File: config.mk
export PLATFORM = sky130hd
export DESIGN_NAME = frame_queue_with_drop_policy
export DESIGN_NICKNAME = d
export VERILOG_FILES = /design/src/sv/frmq_pkg.sv /design/src/sv/frmq_ctrl.sv /design/src/sv/frmq_dp.sv /design/src/sv/frame_queue_with_drop_policy.sv
export SDC_FILE = /design/constraint.sdc
export NUM_CORES = 2
export LEC_CHECK = 0
export BUFFER_PORTS_ARGS = -buffer_cell sky130_fd_sc_hd__buf_4
export CAP_MARGIN = 20
export CORE_MARGIN = 8
export CORE_UTILIZATION = 48
export CTS_CLUSTER_DIAMETER = 120
export DETAILED_ROUTE_END_ITERATION = 7
export PLACE_DENSITY_LB_ADDON = 0.1
export RECOVER_POWER = 100
export SETUP_SLACK_MARGIN = 0.1
export SLEW_MARGIN = 5
export SYNTH_ARGS = -nofsm -noshare
export SYNTH_HDL_FRONTEND = slang
export SYNTH_SLANG_ARGS = --single-unit
export TNS_END_PERCENT = 5
File: constraint.sdc
create_clock -name i_clk -period 15.1 [get_ports i_clk]
set_clock_uncertainty 0.1 [all_clocks]
set_input_delay 0.755 -clock i_clk [delete_from_list [all_inputs] [get_ports i_clk]]
set_output_delay 0.755 -clock i_clk [all_outputs]
set_load 0.1 [all_outputs]
File: src/sv/frmq_pkg.sv
// Shared types, codes and constants for the frame queue.
// No dependencies; imported by every module of the block.
`timescale 1ns / 1ps
`default_nettype none

package frmq_pkg;

    // default sizes of the top level
    localparam int DEF_QUEUE_DEPTH  = 32;
    localparam int DEF_TIME_BITS    = 48;
    localparam int DEF_PAYLOAD_BITS = 32;

    // fixed register and counter widths
    localparam int LIMIT_W    = 6;
    localparam int POLICY_W   = 2;
    localparam int GAP_W      = 32;
    localparam int CNT_W      = 32;
    localparam int CFG_DATA_W = 32;
    localparam int CFG_IDX_W  = 2;
    localparam int MODE_W     = 2;

    localparam logic [LIMIT_W-1:0] LIMIT_RESET = LIMIT_W'(30);
    localparam logic [GAP_W-1:0]   GAP_RESET   = GAP_W'(100000);

    typedef enum logic [MODE_W-1:0] {
        OP_PUSH  = 2'd0,
        OP_POP   = 2'd1,
        OP_PEEK  = 2'd2,
        OP_CLEAR = 2'd3
    } t_op;

    typedef enum logic [POLICY_W-1:0] {
        POL_DROP_OLDEST = 2'd0,
        POL_DROP_NEWEST = 2'd1,
        POL_DROP_NONKEY = 2'd2,
        POL_BLOCK       = 2'd3
    } t_policy;

    typedef enum logic [CFG_IDX_W-1:0] {
        REG_QUEUE_LIMIT = 2'd0,
        REG_DROP_POLICY = 2'd1,
        REG_SYNC_ENABLE = 2'd2,
        REG_MAX_GAP     = 2'd3
    } t_cfg_reg;

    typedef enum logic [0:0] {
        ST_IDLE = 1'b0,
        ST_EXEC = 1'b1
    } t_state;

    // commands from the controller to the datapath
    typedef struct packed {
        logic capture;  // latch the incoming operation
        logic commit;   // execute it and load the result register
    } t_dp_cmd;

    // round a bit count up to whole bytes
    function automatic int pad8(input int n);
        return ((n + 7) >> 3) << 3;
    endfunction

endpackage

`default_nettype wire

File: src/sv/frmq_ctrl.sv
// Controller of the frame queue: operation sequencing and output valid.
// Depends on frmq_pkg.
`timescale 1ns / 1ps
`default_nettype none

module frmq_ctrl
    import frmq_pkg::*;
(
    input  wire logic    i_clk,
    input  wire logic    i_rst_n,
    input  wire logic    i_s_tvalid,
    output logic         o_s_tready,
    output logic         o_m_tvalid,
    input  wire logic    i_m_tready,
    output t_dp_cmd      o_cmd
);

    t_state r_state;
    t_state n_state;
    logic   r_out_valid;
    logic   n_out_valid;
    logic   slot_free;

    assign slot_free = !r_out_valid || i_m_tready;

    always_comb begin
        n_state = r_state;
        unique case (r_state)
            ST_IDLE: begin
                if (i_s_tvalid) begin
                    n_state = ST_EXEC;
                end
            end
            ST_EXEC: begin
                if (slot_free) begin
                    n_state = ST_IDLE;
                end
            end
        endcase
    end

    always_comb begin
        o_s_tready  = 1'b0;
        o_cmd       = '0;
        unique case (r_state)
            ST_IDLE: begin
                o_s_tready    = 1'b1;
                o_cmd.capture = i_s_tvalid;
            end
            ST_EXEC: begin
                o_cmd.commit = slot_free;
            end
        endcase
        n_out_valid = o_cmd.commit || (r_out_valid && !i_m_tready);
    end

    always_ff @(posedge i_clk) begin
        if (!i_rst_n) begin
            r_state     <= ST_IDLE;
            r_out_valid <= 1'b0;
        end else begin
            r_state     <= n_state;
            r_out_valid <= n_out_valid;
        end
    end

    assign o_m_tvalid = r_out_valid;

endmodule

`default_nettype wire

File: src/sv/frmq_dp.sv
// Datapath of the frame queue: shift-cell entry store, drop policy,
// gap check, counters, configuration registers and result register.
// Depends on frmq_pkg.
`timescale 1ns / 1ps
`default_nettype none

module frmq_dp
    import frmq_pkg::*;
#(
    parameter int QUEUE_DEPTH  = DEF_QUEUE_DEPTH,
    parameter int TIME_BITS    = DEF_TIME_BITS,
    parameter int PAYLOAD_BITS = DEF_PAYLOAD_BITS
) (
    input  wire logic                          i_clk,
    input  wire logic                          i_rst_n,
    input  wire logic                          i_cfg_we,
    input  wire logic [CFG_IDX_W-1:0]          i_cfg_idx,
    input  wire logic [CFG_DATA_W-1:0]         i_cfg_data,
    input  wire t_dp_cmd                       i_cmd,
    input  wire logic [MODE_W-1:0]             i_mode,
    input  wire logic [TIME_BITS-1:0]          i_ts,
    input  wire logic                          i_key,
    input  wire logic [PAYLOAD_BITS-1:0]       i_pay,
    output logic                               o_ok,
    output logic [TIME_BITS-1:0]               o_ts,
    output logic                               o_key,
    output logic [PAYLOAD_BITS-1:0]            o_pay,
    output logic                               o_drop,
    output logic                               o_warn,
    output logic [$clog2(QUEUE_DEPTH+1)-1:0]   o_fill,
    output logic [CNT_W-1:0]                   o_pushed,
    output logic [CNT_W-1:0]                   o_popped,
    output logic [CNT_W-1:0]                   o_dropped
);

    localparam int LW = $clog2(QUEUE_DEPTH + 1);
    localparam int IW = $clog2(QUEUE_DEPTH);
    localparam int CW = (LW > LIMIT_W) ? LW : LIMIT_W;
    localparam int GW = (TIME_BITS > GAP_W) ? TIME_BITS : GAP_W;

    // configuration
    logic [LIMIT_W-1:0] r_limit;
    t_policy            r_policy;
    logic               r_sync_en;
    logic [GAP_W-1:0]   r_gap;

    // latched operation
    t_op                     r_mode;
    logic [TIME_BITS-1:0]    r_ts;
    logic                    r_key;
    logic [PAYLOAD_BITS-1:0] r_pay;

    // entry cells, front at index 0
    logic [TIME_BITS-1:0]    r_cell_ts  [QUEUE_DEPTH];
    logic                    r_cell_key [QUEUE_DEPTH];
    logic [PAYLOAD_BITS-1:0] r_cell_pay [QUEUE_DEPTH];

    logic [LW-1:0]        r_held;
    logic [TIME_BITS-1:0] r_newest;  // timestamp of the last entry
    logic [TIME_BITS-1:0] r_prev;    // timestamp of the entry before it
    logic [CNT_W-1:0]     r_pushed;
    logic [CNT_W-1:0]     r_popped;
    logic [CNT_W-1:0]     r_dropped;

    logic                    r_ok;
    logic [TIME_BITS-1:0]    r_out_ts;
    logic                    r_out_key;
    logic [PAYLOAD_BITS-1:0] r_out_pay;
    logic                    r_drop;
    logic                    r_warn;

    logic [LW-1:0]          eff_limit;
    logic                   is_push;
    logic                   is_read;
    logic                   full;
    logic                   has_front;
    logic [QUEUE_DEPTH-1:0] nonkey;
    logic                   any_nonkey;
    logic [IW-1:0]          nk_pos;
    logic [IW-1:0]          rm_pos;
    logic                   evict;
    logic                   refuse;
    logic                   count_drop;
    logic                   pop_rm;
    logic [QUEUE_DEPTH-1:0] shift;
    logic [QUEUE_DEPTH-1:0] wr;
    logic [LW-1:0]          held_mid;
    logic                   last_removed;
    logic [TIME_BITS-1:0]   last_ts;
    logic [TIME_BITS-1:0]   diff;
    logic                   warn;
    logic                   store;
    logic [LW-1:0]          n_held;

    // limit clamped to 1..QUEUE_DEPTH
    always_comb begin
        if (r_limit == '0) begin
            eff_limit = LW'(1);
        end else if (CW'(r_limit) > CW'(QUEUE_DEPTH)) begin
            eff_limit = LW'(QUEUE_DEPTH);
        end else begin
            eff_limit = LW'(r_limit);
        end
    end

    // oldest non-keyframe among the held entries
    always_comb begin
        nk_pos = '0;
        for (int i = 0; i < QUEUE_DEPTH; i++) begin
            nonkey[i] = !r_cell_key[i] && (LW'(i) < r_held);
        end
        for (int i = QUEUE_DEPTH - 1; i >= 0; i--) begin
            if (nonkey[i]) begin
                nk_pos = IW'(i);
            end
        end
        any_nonkey = |nonkey;
    end

    always_comb begin
        is_push    = (r_mode == OP_PUSH);
        is_read    = (r_mode == OP_POP) || (r_mode == OP_PEEK);
        has_front  = (r_held != '0);
        full       = (r_held >= eff_limit);
        evict      = is_push && full &&
                     ((r_policy == POL_DROP_OLDEST) || (r_policy == POL_DROP_NONKEY));
        refuse     = is_push && full &&
                     ((r_policy == POL_DROP_NEWEST) || (r_policy == POL_BLOCK));
        count_drop = is_push && full && (r_policy != POL_BLOCK);
        pop_rm     = (r_mode == OP_POP) && has_front;

        // removal point: front unless a non-keyframe is found
        rm_pos = (r_policy == POL_DROP_NONKEY && any_nonkey) ? nk_pos : '0;
        for (int i = 0; i < QUEUE_DEPTH; i++) begin
            shift[i] = pop_rm || (evict && (IW'(i) >= rm_pos));
        end
        held_mid = r_held - LW'(evict || pop_rm);

        // the newest entry went away: compare against the one before it
        last_removed = evict && (LW'(rm_pos) == r_held - LW'(1));
        last_ts      = last_removed ? r_prev : r_newest;
        diff         = (r_ts >= last_ts) ? (r_ts - last_ts) : (last_ts - r_ts);
        warn         = is_push && r_sync_en && (held_mid != '0) && (GW'(diff) > GW'(r_gap));

        store = is_push && !refuse && (held_mid < LW'(QUEUE_DEPTH));
        for (int i = 0; i < QUEUE_DEPTH; i++) begin
            wr[i] = store && (LW'(i) == held_mid);
        end

        if (r_mode == OP_CLEAR) begin
            n_held = '0;
        end else begin
            n_held = held_mid + LW'(store);
        end
    end

    // configuration writes
    always_ff @(posedge i_clk) begin
        if (!i_rst_n) begin
            r_limit   <= LIMIT_RESET;
            r_policy  <= POL_DROP_OLDEST;
            r_sync_en <= 1'b1;
            r_gap     <= GAP_RESET;
        end else if (i_cfg_we) begin
            unique case (t_cfg_reg'(i_cfg_idx))
                REG_QUEUE_LIMIT: r_limit   <= i_cfg_data[LIMIT_W-1:0];
                REG_DROP_POLICY: r_policy  <= t_policy'(i_cfg_data[POLICY_W-1:0]);
                REG_SYNC_ENABLE: r_sync_en <= i_cfg_data[0];
                REG_MAX_GAP:     r_gap     <= i_cfg_data[GAP_W-1:0];
            endcase
        end
    end

    // control state: fill count and totals
    always_ff @(posedge i_clk) begin
        if (!i_rst_n) begin
            r_held    <= '0;
            r_pushed  <= '0;
            r_popped  <= '0;
            r_dropped <= '0;
        end else if (i_cmd.commit) begin
            r_held    <= n_held;
            r_pushed  <= r_pushed + CNT_W'(store);
            r_popped  <= r_popped + CNT_W'(pop_rm);
            r_dropped <= r_dropped + CNT_W'(count_drop);
        end
    end

    // payload: latched operation, cells, newest stamps, result register
    always_ff @(posedge i_clk) begin
        if (i_cmd.capture) begin
            r_mode <= t_op'(i_mode);
            r_ts   <= i_ts;
            r_key  <= i_key;
            r_pay  <= i_pay;
        end
        if (i_cmd.commit) begin
            for (int i = 0; i < QUEUE_DEPTH; i++) begin
                if (wr[i]) begin
                    r_cell_ts[i]  <= r_ts;
                    r_cell_key[i] <= r_key;
                    r_cell_pay[i] <= r_pay;
                end else if (shift[i] && (i < QUEUE_DEPTH - 1)) begin
                    r_cell_ts[i]  <= r_cell_ts[(i + 1) % QUEUE_DEPTH];
                    r_cell_key[i] <= r_cell_key[(i + 1) % QUEUE_DEPTH];
                    r_cell_pay[i] <= r_cell_pay[(i + 1) % QUEUE_DEPTH];
                end
            end
            if (store) begin
                r_prev   <= last_ts;
                r_newest <= r_ts;
            end
            r_ok      <= store || (is_read && has_front);
            r_out_ts  <= (is_read && has_front) ? r_cell_ts[0]  : '0;
            r_out_key <= is_read && has_front && r_cell_key[0];
            r_out_pay <= (is_read && has_front) ? r_cell_pay[0] : '0;
            r_drop    <= count_drop;
            r_warn    <= warn;
        end
    end

    assign o_ok      = r_ok;
    assign o_ts      = r_out_ts;
    assign o_key     = r_out_key;
    assign o_pay     = r_out_pay;
    assign o_drop    = r_drop;
    assign o_warn    = r_warn;
    assign o_fill    = r_held;
    assign o_pushed  = r_pushed;
    assign o_popped  = r_popped;
    assign o_dropped = r_dropped;

endmodule

`default_nettype wire

File: src/sv/frame_queue_with_drop_policy.sv
// Top level of the bounded frame queue with drop policy.
// Depends on frmq_pkg, frmq_ctrl and frmq_dp.
`timescale 1ns / 1ps
`default_nettype none

//  channel   direction  handshake               carries
//  s (in)    in         i_s_tvalid/o_s_tready   operation (tuser) and frame (tdata)
//  m (out)   out        o_m_tvalid/i_m_tready   status, frame and totals (tdata)
//  cfg       in         i_cfg_we                register index and write data
//
//  Each operation is taken in ST_IDLE and then executed in ST_EXEC against
//  the shift cells (find the oldest non-keyframe, close up, append).
//  The execute state holds while the result register is full and not taken;
//  a new transfer is taken while an earlier result still waits downstream.
//  Reset (synchronous, active low) empties the queue, zeroes the totals and
//  loads the register defaults; the entry cells themselves are not cleared.

module frame_queue_with_drop_policy
    import frmq_pkg::*;
#(
    parameter int QUEUE_DEPTH  = DEF_QUEUE_DEPTH,
    parameter int TIME_BITS    = DEF_TIME_BITS,
    parameter int PAYLOAD_BITS = DEF_PAYLOAD_BITS
) (
    input  wire logic                       i_clk,
    input  wire logic                       i_rst_n,
    // configuration write port
    input  wire logic                       i_cfg_we,
    input  wire logic [CFG_IDX_W-1:0]       i_cfg_idx,
    input  wire logic [CFG_DATA_W-1:0]      i_cfg_data,
    // operation stream
    input  wire logic                       i_s_tvalid,
    output logic                            o_s_tready,
    // tdata from bit 0: in_timestamp, in_keyframe, in_payload, zero fill
    input  wire logic [pad8(TIME_BITS + 1 + PAYLOAD_BITS)-1:0] i_s_tdata,
    // tuser: mode
    input  wire logic [MODE_W-1:0]          i_s_tuser,
    // result stream
    output logic                            o_m_tvalid,
    input  wire logic                       i_m_tready,
    // tdata from bit 0: ok, out_timestamp, out_keyframe, out_payload,
    // drop_happened, gap_warning, fill_level, pushed_count, popped_count,
    // dropped_count, zero fill
    output logic [pad8(TIME_BITS + PAYLOAD_BITS + 4 + $clog2(QUEUE_DEPTH + 1)
                       + 3 * CNT_W)-1:0]    o_m_tdata
);

    localparam int LW    = $clog2(QUEUE_DEPTH + 1);
    localparam int OUT_W = TIME_BITS + PAYLOAD_BITS + 4 + LW + 3 * CNT_W;
    localparam int OUT_DW = pad8(OUT_W);

    t_dp_cmd                 cmd;
    logic                    res_ok;
    logic [TIME_BITS-1:0]    res_ts;
    logic                    res_key;
    logic [PAYLOAD_BITS-1:0] res_pay;
    logic                    res_drop;
    logic                    res_warn;
    logic [LW-1:0]           res_fill;
    logic [CNT_W-1:0]        res_pushed;
    logic [CNT_W-1:0]        res_popped;
    logic [CNT_W-1:0]        res_dropped;
    logic [OUT_W-1:0]        res_packed;

    // sequence each transfer: take it, execute once the result slot is free
    frmq_ctrl u_ctrl (
        .i_clk      (i_clk),
        .i_rst_n    (i_rst_n),
        .i_s_tvalid (i_s_tvalid),
        .o_s_tready (o_s_tready),
        .o_m_tvalid (o_m_tvalid),
        .i_m_tready (i_m_tready),
        .o_cmd      (cmd)
    );

    // queue cells, policy logic, totals and registers
    frmq_dp #(
        .QUEUE_DEPTH  (QUEUE_DEPTH),
        .TIME_BITS    (TIME_BITS),
        .PAYLOAD_BITS (PAYLOAD_BITS)
    ) u_dp (
        .i_clk      (i_clk),
        .i_rst_n    (i_rst_n),
        .i_cfg_we   (i_cfg_we),
        .i_cfg_idx  (i_cfg_idx),
        .i_cfg_data (i_cfg_data),
        .i_cmd      (cmd),
        .i_mode     (i_s_tuser),
        .i_ts       (i_s_tdata[TIME_BITS-1:0]),
        .i_key      (i_s_tdata[TIME_BITS]),
        .i_pay      (i_s_tdata[TIME_BITS+1 +: PAYLOAD_BITS]),
        .o_ok       (res_ok),
        .o_ts       (res_ts),
        .o_key      (res_key),
        .o_pay      (res_pay),
        .o_drop     (res_drop),
        .o_warn     (res_warn),
        .o_fill     (res_fill),
        .o_pushed   (res_pushed),
        .o_popped   (res_popped),
        .o_dropped  (res_dropped)
    );

    // pack the result, first field lowest, zero fill to whole bytes
    assign res_packed = {res_dropped, res_popped, res_pushed, res_fill, res_warn,
                         res_drop, res_pay, res_key, res_ts, res_ok};
    assign o_m_tdata  = OUT_DW'(res_packed);

endmodule

`default_nettype wire

## Yosys cells after proc, flatten, opt, wreduce, memory -nomap -nowiden

Memories as Yosys holds them, arrays and structs flattened. A register that Yosys moved wholly into a read port is not among the register bits.
Cells that the tools add are included.

| operators by class | value |
|---|---|
| magnitude comparators | 68 |
| div/mod/pow operators | 0 |
| bitwise operators | 94 |
| shift operators | 0 |
| eq/ne operators | 42 |
| add/subtract/negate cells | 8 |
| reduce and logical (&&, ||, !) cells | 198 |
| mux-type cells | 357 |
| multiply operators | 0 |

Operators by type and width:

| cell | count |
|---|---|
| $mux 48 | 33 |
| $mux 32 | 31 |
| $mux 1 | 256 |
| $mux 5 | 33 |
| $logic_and 1x1->1 | 110 |
| $add 32x1->32 | 3 |
| $eq 5x6->1 const A | 16 |
| $lt 5x6->1 const A | 16 |
| $sub 48x48->48 | 2 |
| $or 1x1->1 | 93 |
| $ge 5x5->1 const A | 15 |
| $eq 4x6->1 const A | 8 |
| $ge 48x48->1 | 1 |
| $gt 48x32->1 | 1 |
| $lt 4x6->1 const A | 8 |
| $ge 4x5->1 const A | 8 |
| $logic_or 1x1->1 | 38 |
| $logic_not 1->1 | 37 |
| $reduce_or 32->1 | 1 |
| $eq 3x6->1 const A | 4 |
| $lt 3x6->1 const A | 4 |
| $ge 3x5->1 const A | 4 |
| $mux 6 | 3 |
| $eq 2x2->1 const B | 6 |
| 21 further kinds | 36 |

| storage, ports and cells | value |
|---|---|
| memories kept | 3 |
| register bits | 328 |
| output and inout bits | 194 |
| bits in latches | 0 |
| memory bits (read-only) | 0 |
| input bits | 129 |
| RAM bits | 2592 |

Memory list:

| name | words | width | rd ports | clocked after memory_dff | wr ports | line | text |
|---|---|---|---|---|---|---|---|
| u_dp.r_cell_ts | 32 | 48 | 32 | 1 | 32 | frmq_dp.sv:54 | `logic [TIME_BITS-1:0] r_cell_ts [QUEUE_DEPTH];` |
| u_dp.r_cell_pay | 32 | 32 | 32 | 1 | 32 | frmq_dp.sv:56 | `logic [PAYLOAD_BITS-1:0] r_cell_pay [QUEUE_DEPTH];` |
| u_dp.r_cell_key | 32 | 1 | 32 | 0 | 32 | frmq_dp.sv:55 | `logic r_cell_key [QUEUE_DEPTH];` |

## Logic depth before layout (Yosys ltp)

An unclocked memory read counts as a cell.

| logic depth | value |
|---|---|
| depth in word-level cells | 44 |
| mapped depth | 50 |
| gate-level depth less buffers | 46 |

## Hierarchy

Synthesis repeated with hierarchy kept, for this count alone.

| second synthesis, totals | value |
|---|---|
| cells, all modules | 9030 |
| area total of the unflattened synthesis | 131162.0 um^2 |

By module, submodules not included:

| module | seq. area each (um^2) | cells an instance | area an instance (um^2) | instances |
|---|---|---|---|---|
| frmq_dp | 88595.0 | 9010 | 130998.1 | 1 |
| frmq_ctrl | 40.0 | 9 | 85.1 | 1 |
| frame_queue_with_drop_policy | 0.0 | 11 | 78.8 | 1 |

## Worst setup path before layout

No wires, ideal clock.

| timing path | value |
|---|---|
| path type | register to register |
| start | reg u_dp.r_held[1], in the netlist u_dp.o_fill[1] |
| end | reg u_dp.r_warn, in the netlist u_dp.o_warn (data pin) |
| setup time | 0.265 ns |
| arrival time | 10.683 ns |
| setup slack | 4.052 ns |
| stages on the path, launching flop included | 50 |
| cells stage by stage | dfxtp_1 buf_2 inv_1 ha_1 or2_2 o21ai_1 a21oi_1 and2_1 a41o_4 a211o_1 and2_1 or4_1 clkbuf_1 clkbuf_1 nand2_1 nand2_1 ha_1 fa_1 [... 14 more ...] o21ai_0 xor2_1 ha_1 nand4_1 nor2_1 nand2_1 nor3_1 nand3_1 or3_1 o31ai_1 nand2_1 or4b_2 a2111oi_0 mux2i_1 a2111oi_2 o2111ai_1 nor4b_2 a21oi_1 |

| on the way | value |
|---|---|
| longest elaborated chain between the ends | 42 |

RTL lines:

| element | line | text |
|---|---|---|
| start: declaration | frmq_dp.sv:58 | `logic [LW-1:0] r_held;` |
| start signal: assignment | frmq_dp.sv:182 | `r_held <= n_held;` |
| $lt 5x6->1 | frmq_dp.sv:110 | `nonkey[i] = !r_cell_key[i] && (LW'(i) < r_held);` |
| $logic_and 1x1->1 | frmq_dp.sv:110 |  |
| $mux 5 (32 in series) | frmq_dp.sv:113 | `if (nonkey[i]) begin` |
| $mux 5 | frmq_dp.sv:133 | `rm_pos = (r_policy == POL_DROP_NONKEY && any_nonkey) ? nk_pos : '0;` |
| $eq 5x6->1 | frmq_dp.sv:140 | `last_removed = evict && (LW'(rm_pos) == r_held - LW'(1));` |
| $logic_and 1x1->1 * | frmq_dp.sv:140 |  |
| $mux 48 * | frmq_dp.sv:141 | `last_ts = last_removed ? r_prev : r_newest;` |
| via u_dp.last_ts[0] | frmq_dp.sv:89 | `logic [TIME_BITS-1:0] last_ts;` |
| $sub 48x48->48 or $ge 48x48->1 (tied branches) | frmq_dp.sv:142 | `diff = (r_ts >= last_ts) ? (r_ts - last_ts) : (last_ts - r_ts);` |
| $mux 48 * | frmq_dp.sv:142 |  |
| $gt 48x32->1 * | frmq_dp.sv:143 | `warn = is_push && r_sync_en && (held_mid != '0) && (GW'(diff) > GW'(r_gap));` |
| $logic_and 1x1->1 * | frmq_dp.sv:143 |  |
| via u_dp.warn | frmq_dp.sv:91 | `logic warn;` |
| end signal: assignment | frmq_dp.sv:218 | `r_warn <= warn;` |
| end: declaration | frmq_dp.sv:70 | `logic r_warn;` |

The timed path passes the listed nets; every way through them passes the cells marked *.
A chain may end at the register's enable or synchronous reset.

==> qor_table.md <==
| Parameter | This run |
| --- | --- |
| Status | complete, but fails checks |
| Violated checks | capacitance limit, slew limit |
| Number of top-level pins | 323 |
| Power share of the sequential group | 0.511 |
| Total wire length after detailed routing | 416,000 um |
| Router iterations before antenna repair | 7 |
| Most frequent cells in the layout | sky130_fd_sc_hd__edfxtp_1, sky130_fd_sc_hd__mux2_2, sky130_fd_sc_hd__nand2_1, sky130_fd_sc_hd__o21ai_0, sky130_fd_sc_hd__clkbuf_1 |
| Critical Path Start Type | flop |
| Clk network pwr share | 0.425 |
| Async set-or-reset flop fraction in the synthesized netlist | 0 |
| Row cnt | 192 |
| Maximum root-to-sink buffer count | 4 |
| Area fraction of the dominant cell type after synthesis | 0.652 |
| Post-route core utilization | 0.539 |
| Layout cells sized above 1 | 0.253 |
| Internal power | 14.0 mW |
| Die Wd | 539 um |
| Total CTS buffers | 324 |
| TNS Setup | 0 ns |
| Worst hold margin | 0.0644 ns |
| Beginning of the worst hold path | i_cfg_data[15] |
| Max Transition Viols Final | 6,646 |
| Switching Power | 4.11 mW |
| Total setup violations reported at the end of the flow | 0 |
| Number of buffers inserted by port buffering | 309 |
| Final non-filler cell area | 147,000 sq um |
| Clk slew on worst S/H paths | 0.06 ns |
| Cell total after placement | 12,600 |
| Worst hold-check path type | input port to flop |
| Peak per-stage delay on the critical path | 2.97 ns |
| Pre-CTS worst setup slack | 1.38 ns |
| Number of distinct library cell variants in the gate-level netlist after synthesis | 103 |
| Slew Limit Headroom | -3.32 |
| Slowest cell on the critical path | sky130_fd_sc_hd__o21ai_0 |
| Seq/Total Area, Yosys | 0.674 |
| Maximum clock frequency | 70.2 MHz |
| Count of max-cap constraint violations | 184 |
| Final routed DRC violation total | 0 |
| Number of antenna violations at the first check in global routing | 10 |
| CP required | 15.44 ns |
| Crit. End Element | flop |
| WP data arrival | 14.60 ns |
| Worst path cell trace | buf_4 > nor4_1 > nand2_1 > nand2_1 > inv_1 > nor2_1 > inv_1 > ha_1 > nand3_1 > xnor2_1 > nand3_1 > nor3_1 > a221o_1 > o21ai_0 > clkbuf_2 > clkbuf_4 |
| Synth-to-layout area growth | 12.0% |
| Actual slew at the worst max-slew pin | 6.47 ns |
| Peak supply drop | 0.0910 mV |
| Critical Path Fanout Max | 43 |
| Post-detail-place hpwl | 243,000 um |
| Number of vias in the routed layout | 79,600 |
| Setup repair after global routing missed its margin | false |
| Number of sinks handled by clock tree synthesis | 3,000 |
| R2r setup slk | 0.85 ns |
| Proportion of total power due to net switching | 0.227 |
| Average cell area after synthesis | 14.4 sq um |
| Final #Nets | 9,688 |
| Starting Density | 0.482 |
| Layout Cells excl Fill | 13,300 |
| Total core area | 273,000 sq um |
| H-tree levels | 5 |
| Post-CTS resize count | 0 |
| Wire length per cell | 31.4 um |
| Post-Syn Area | 132,000 sq um |
| Final clock period utilization by the worst path | 0.944 |
| Power Dens Cells | 123 nW/um^2 |
| Terminating pin of the worst hold path | u_dp.r_gap[15] |
| Filler instances | 22,800 |
| Top area cells in the synthesized netlist | sky130_fd_sc_hd__edfxtp_1, sky130_fd_sc_hd__mux2_2, sky130_fd_sc_hd__o21ai_0 |
| Vertical die dimension | 539 um |
| Number of nets with antenna violations after routing | 0 |
| Pin count of the biggest net entering global routing | 129 |
| Crit Reg-Reg Startpoint | u_dp.o_fill[5] |
| Overall die area | 291,000 sq um |
| Final Critical Period | 14.25 ns |
| Reg-to-reg critical path endpoint | u_dp.r_cell_pay[19][11] |
| Combinational share of power | 0.064 |
| Clock insertion delay at the later pin of the skew report | 0.92 ns |
| Smallest setup slack after layout | 0.846 ns |
| Wire length of the first global-routing pass | 594,000 um |
| Critical path start-end classification | flop to flop |
| Number of enable-type register cells in the synthesized netlist | 2,855 |
| Routability congestion estimate | 0.920 |
| Library cell used as clock root buffer | sky130_fd_sc_hd__clkbuf_16 |
| Post-place instance area | 138,000 sq um |
| Cell accounting for the most synthesized area | sky130_fd_sc_hd__edfxtp_1 |
| Warning count from the yosys run | 0 |
| Initial DRC count | 7,543 |
| Leakage | 48.5 nW |
| Number of cells produced by synthesis | 9,113 |
| Primary flip-flop cell chosen by synthesis mapping | sky130_fd_sc_hd__edfxtp_1 |
| Overall power consumption | 18.2 mW |
| All-Layer GR Usage | 0.278 |
| Via-to-Cell Ratio | 6.01 |
| Worst R2R Path Depth | 16 |
| Worst hold path cell count | 3 |
| Flip-flop and latch count after synthesis | 3,000 |
| Residual overflow from global routing | 0 |
| CTS tree | built |
| Vias in the first global route | 80,000 |
| Leading cell type in the layout, fill and taps excluded | sky130_fd_sc_hd__edfxtp_1 |
| Final hold vios | 0 |
logic make-up (layout without fill, tap and decap cells):
| kind of cell | Yosys count | in the layout | synth area share |
|---|---|---|---|
| flops | 3000 | 3000 | 0.674 |
| mux | 1836 | 1836 | 0.157 |
| simple gates | 1738 | 1738 | 0.0595 |
| compound gates | 1377 | 1377 | 0.0603 |
| buf+inv | 877 | 1413 | 0.0261 |
| fa+ha+maj | 151 | 151 | 0.0145 |
| xor+xnor | 133 | 133 | 0.00891 |
| other cells | 1 | 14 | 0.0000285 |
worst max-delay path: cells and delay by family (launching register included):
family | cells | cell delay (ns)
and+or+nand+nor | 7 | 5.29
xor gates and xnor gates | 1 | 0.33
DFF | 1 | 0.42
AOI/OAI and AO/OA | 2 | 4.64
adders and majority gates | 1 | 0.23
buffers and inverters | 5 | 2.70
power groups by stage:
stage / Sequential, mW / Combinational (mW) / Clock [mW]
6_report: 9.27 / 1.17 / 7.72
5_1_grt: 9.27 / 1.25 / 8.14
4_1_cts: 9.27 / 1.18 / 7.86
3_5_place_dp: 9.44 / 1.15 / 0
3_3_place_gp: 9.44 / 1.14 / 0
2_1_floorplan: 9.52 / 0.660 / 0
sequential cells by signal, summed over array words and instances, names as in the netlist, 47 cells and up, named ones only:
name and count:
u_dp.o_ts 48, u_dp.r_cell_pay 1024, u_dp.r_cell_ts 1536, u_dp.r_newest 48, u_dp.r_prev 47, u_dp.r_ts 48
worst max path at each step:
stage,startpoint,end,cells after the start
2_1_floorplan,u_dp.o_fill[1],u_dp.o_warn,49
4_1_cts,u_dp.o_fill[0],u_dp.o_warn,45
6_report,u_dp.o_fill[5],u_dp.r_cell_pay[19][11],16
5_1_grt,u_dp.o_fill[3],u_dp.o_warn,41
3_3_place_gp,u_dp.o_fill[0],u_dp.o_warn,45
3_5_place_dp,u_dp.o_fill[0],u_dp.o_warn,45
cell type report:
class,count,area (sq um),area share
clock inverters,157,1350,0.00917
flip-flops and latches,3000,88600,0.602
inverters,194,731,0.00496
repair buffers,647,3770,0.0256
multi-input cells,5241,39700,0.269
clock buffers,415,8680,0.0589
well taps,3589,4490,0.0305
diodes,8,20.0,0.000136
repair_timing:
action	in CTS	in global routing
hold endpoints to repair	110	0
hold buffers	106	0
buffers inserted	0	0
layer usage:
metal,up-vias,part of all wire,track usage
li1,34500,-,-
met1,41700,0.42,0.374
met2,2803,0.49,0.478
met3,580,0.061,0.0379
met4,2,0.031,0.0667
met5,-,0.000017,0
synthesized netlist by cell type, drive strengths merged (51+ instances only):
| library cell | number |
|---|---|
| xnor2 | 114 |
| nand4 | 51 |
| o21ai | 863 |
| inv | 193 |
| and3 | 104 |
| nand2 | 1085 |
| a21boi | 57 |
| nor2 | 148 |
| buf | 100 |
| and2 | 128 |
| clkbuf | 583 |
| ha | 149 |
| edfxtp | 2855 |
| a21oi | 195 |
| mux2 | 1804 |
| nand3 | 69 |
| dfxtp | 145 |
No activity file was read; power rests on OpenSTA's default activity.
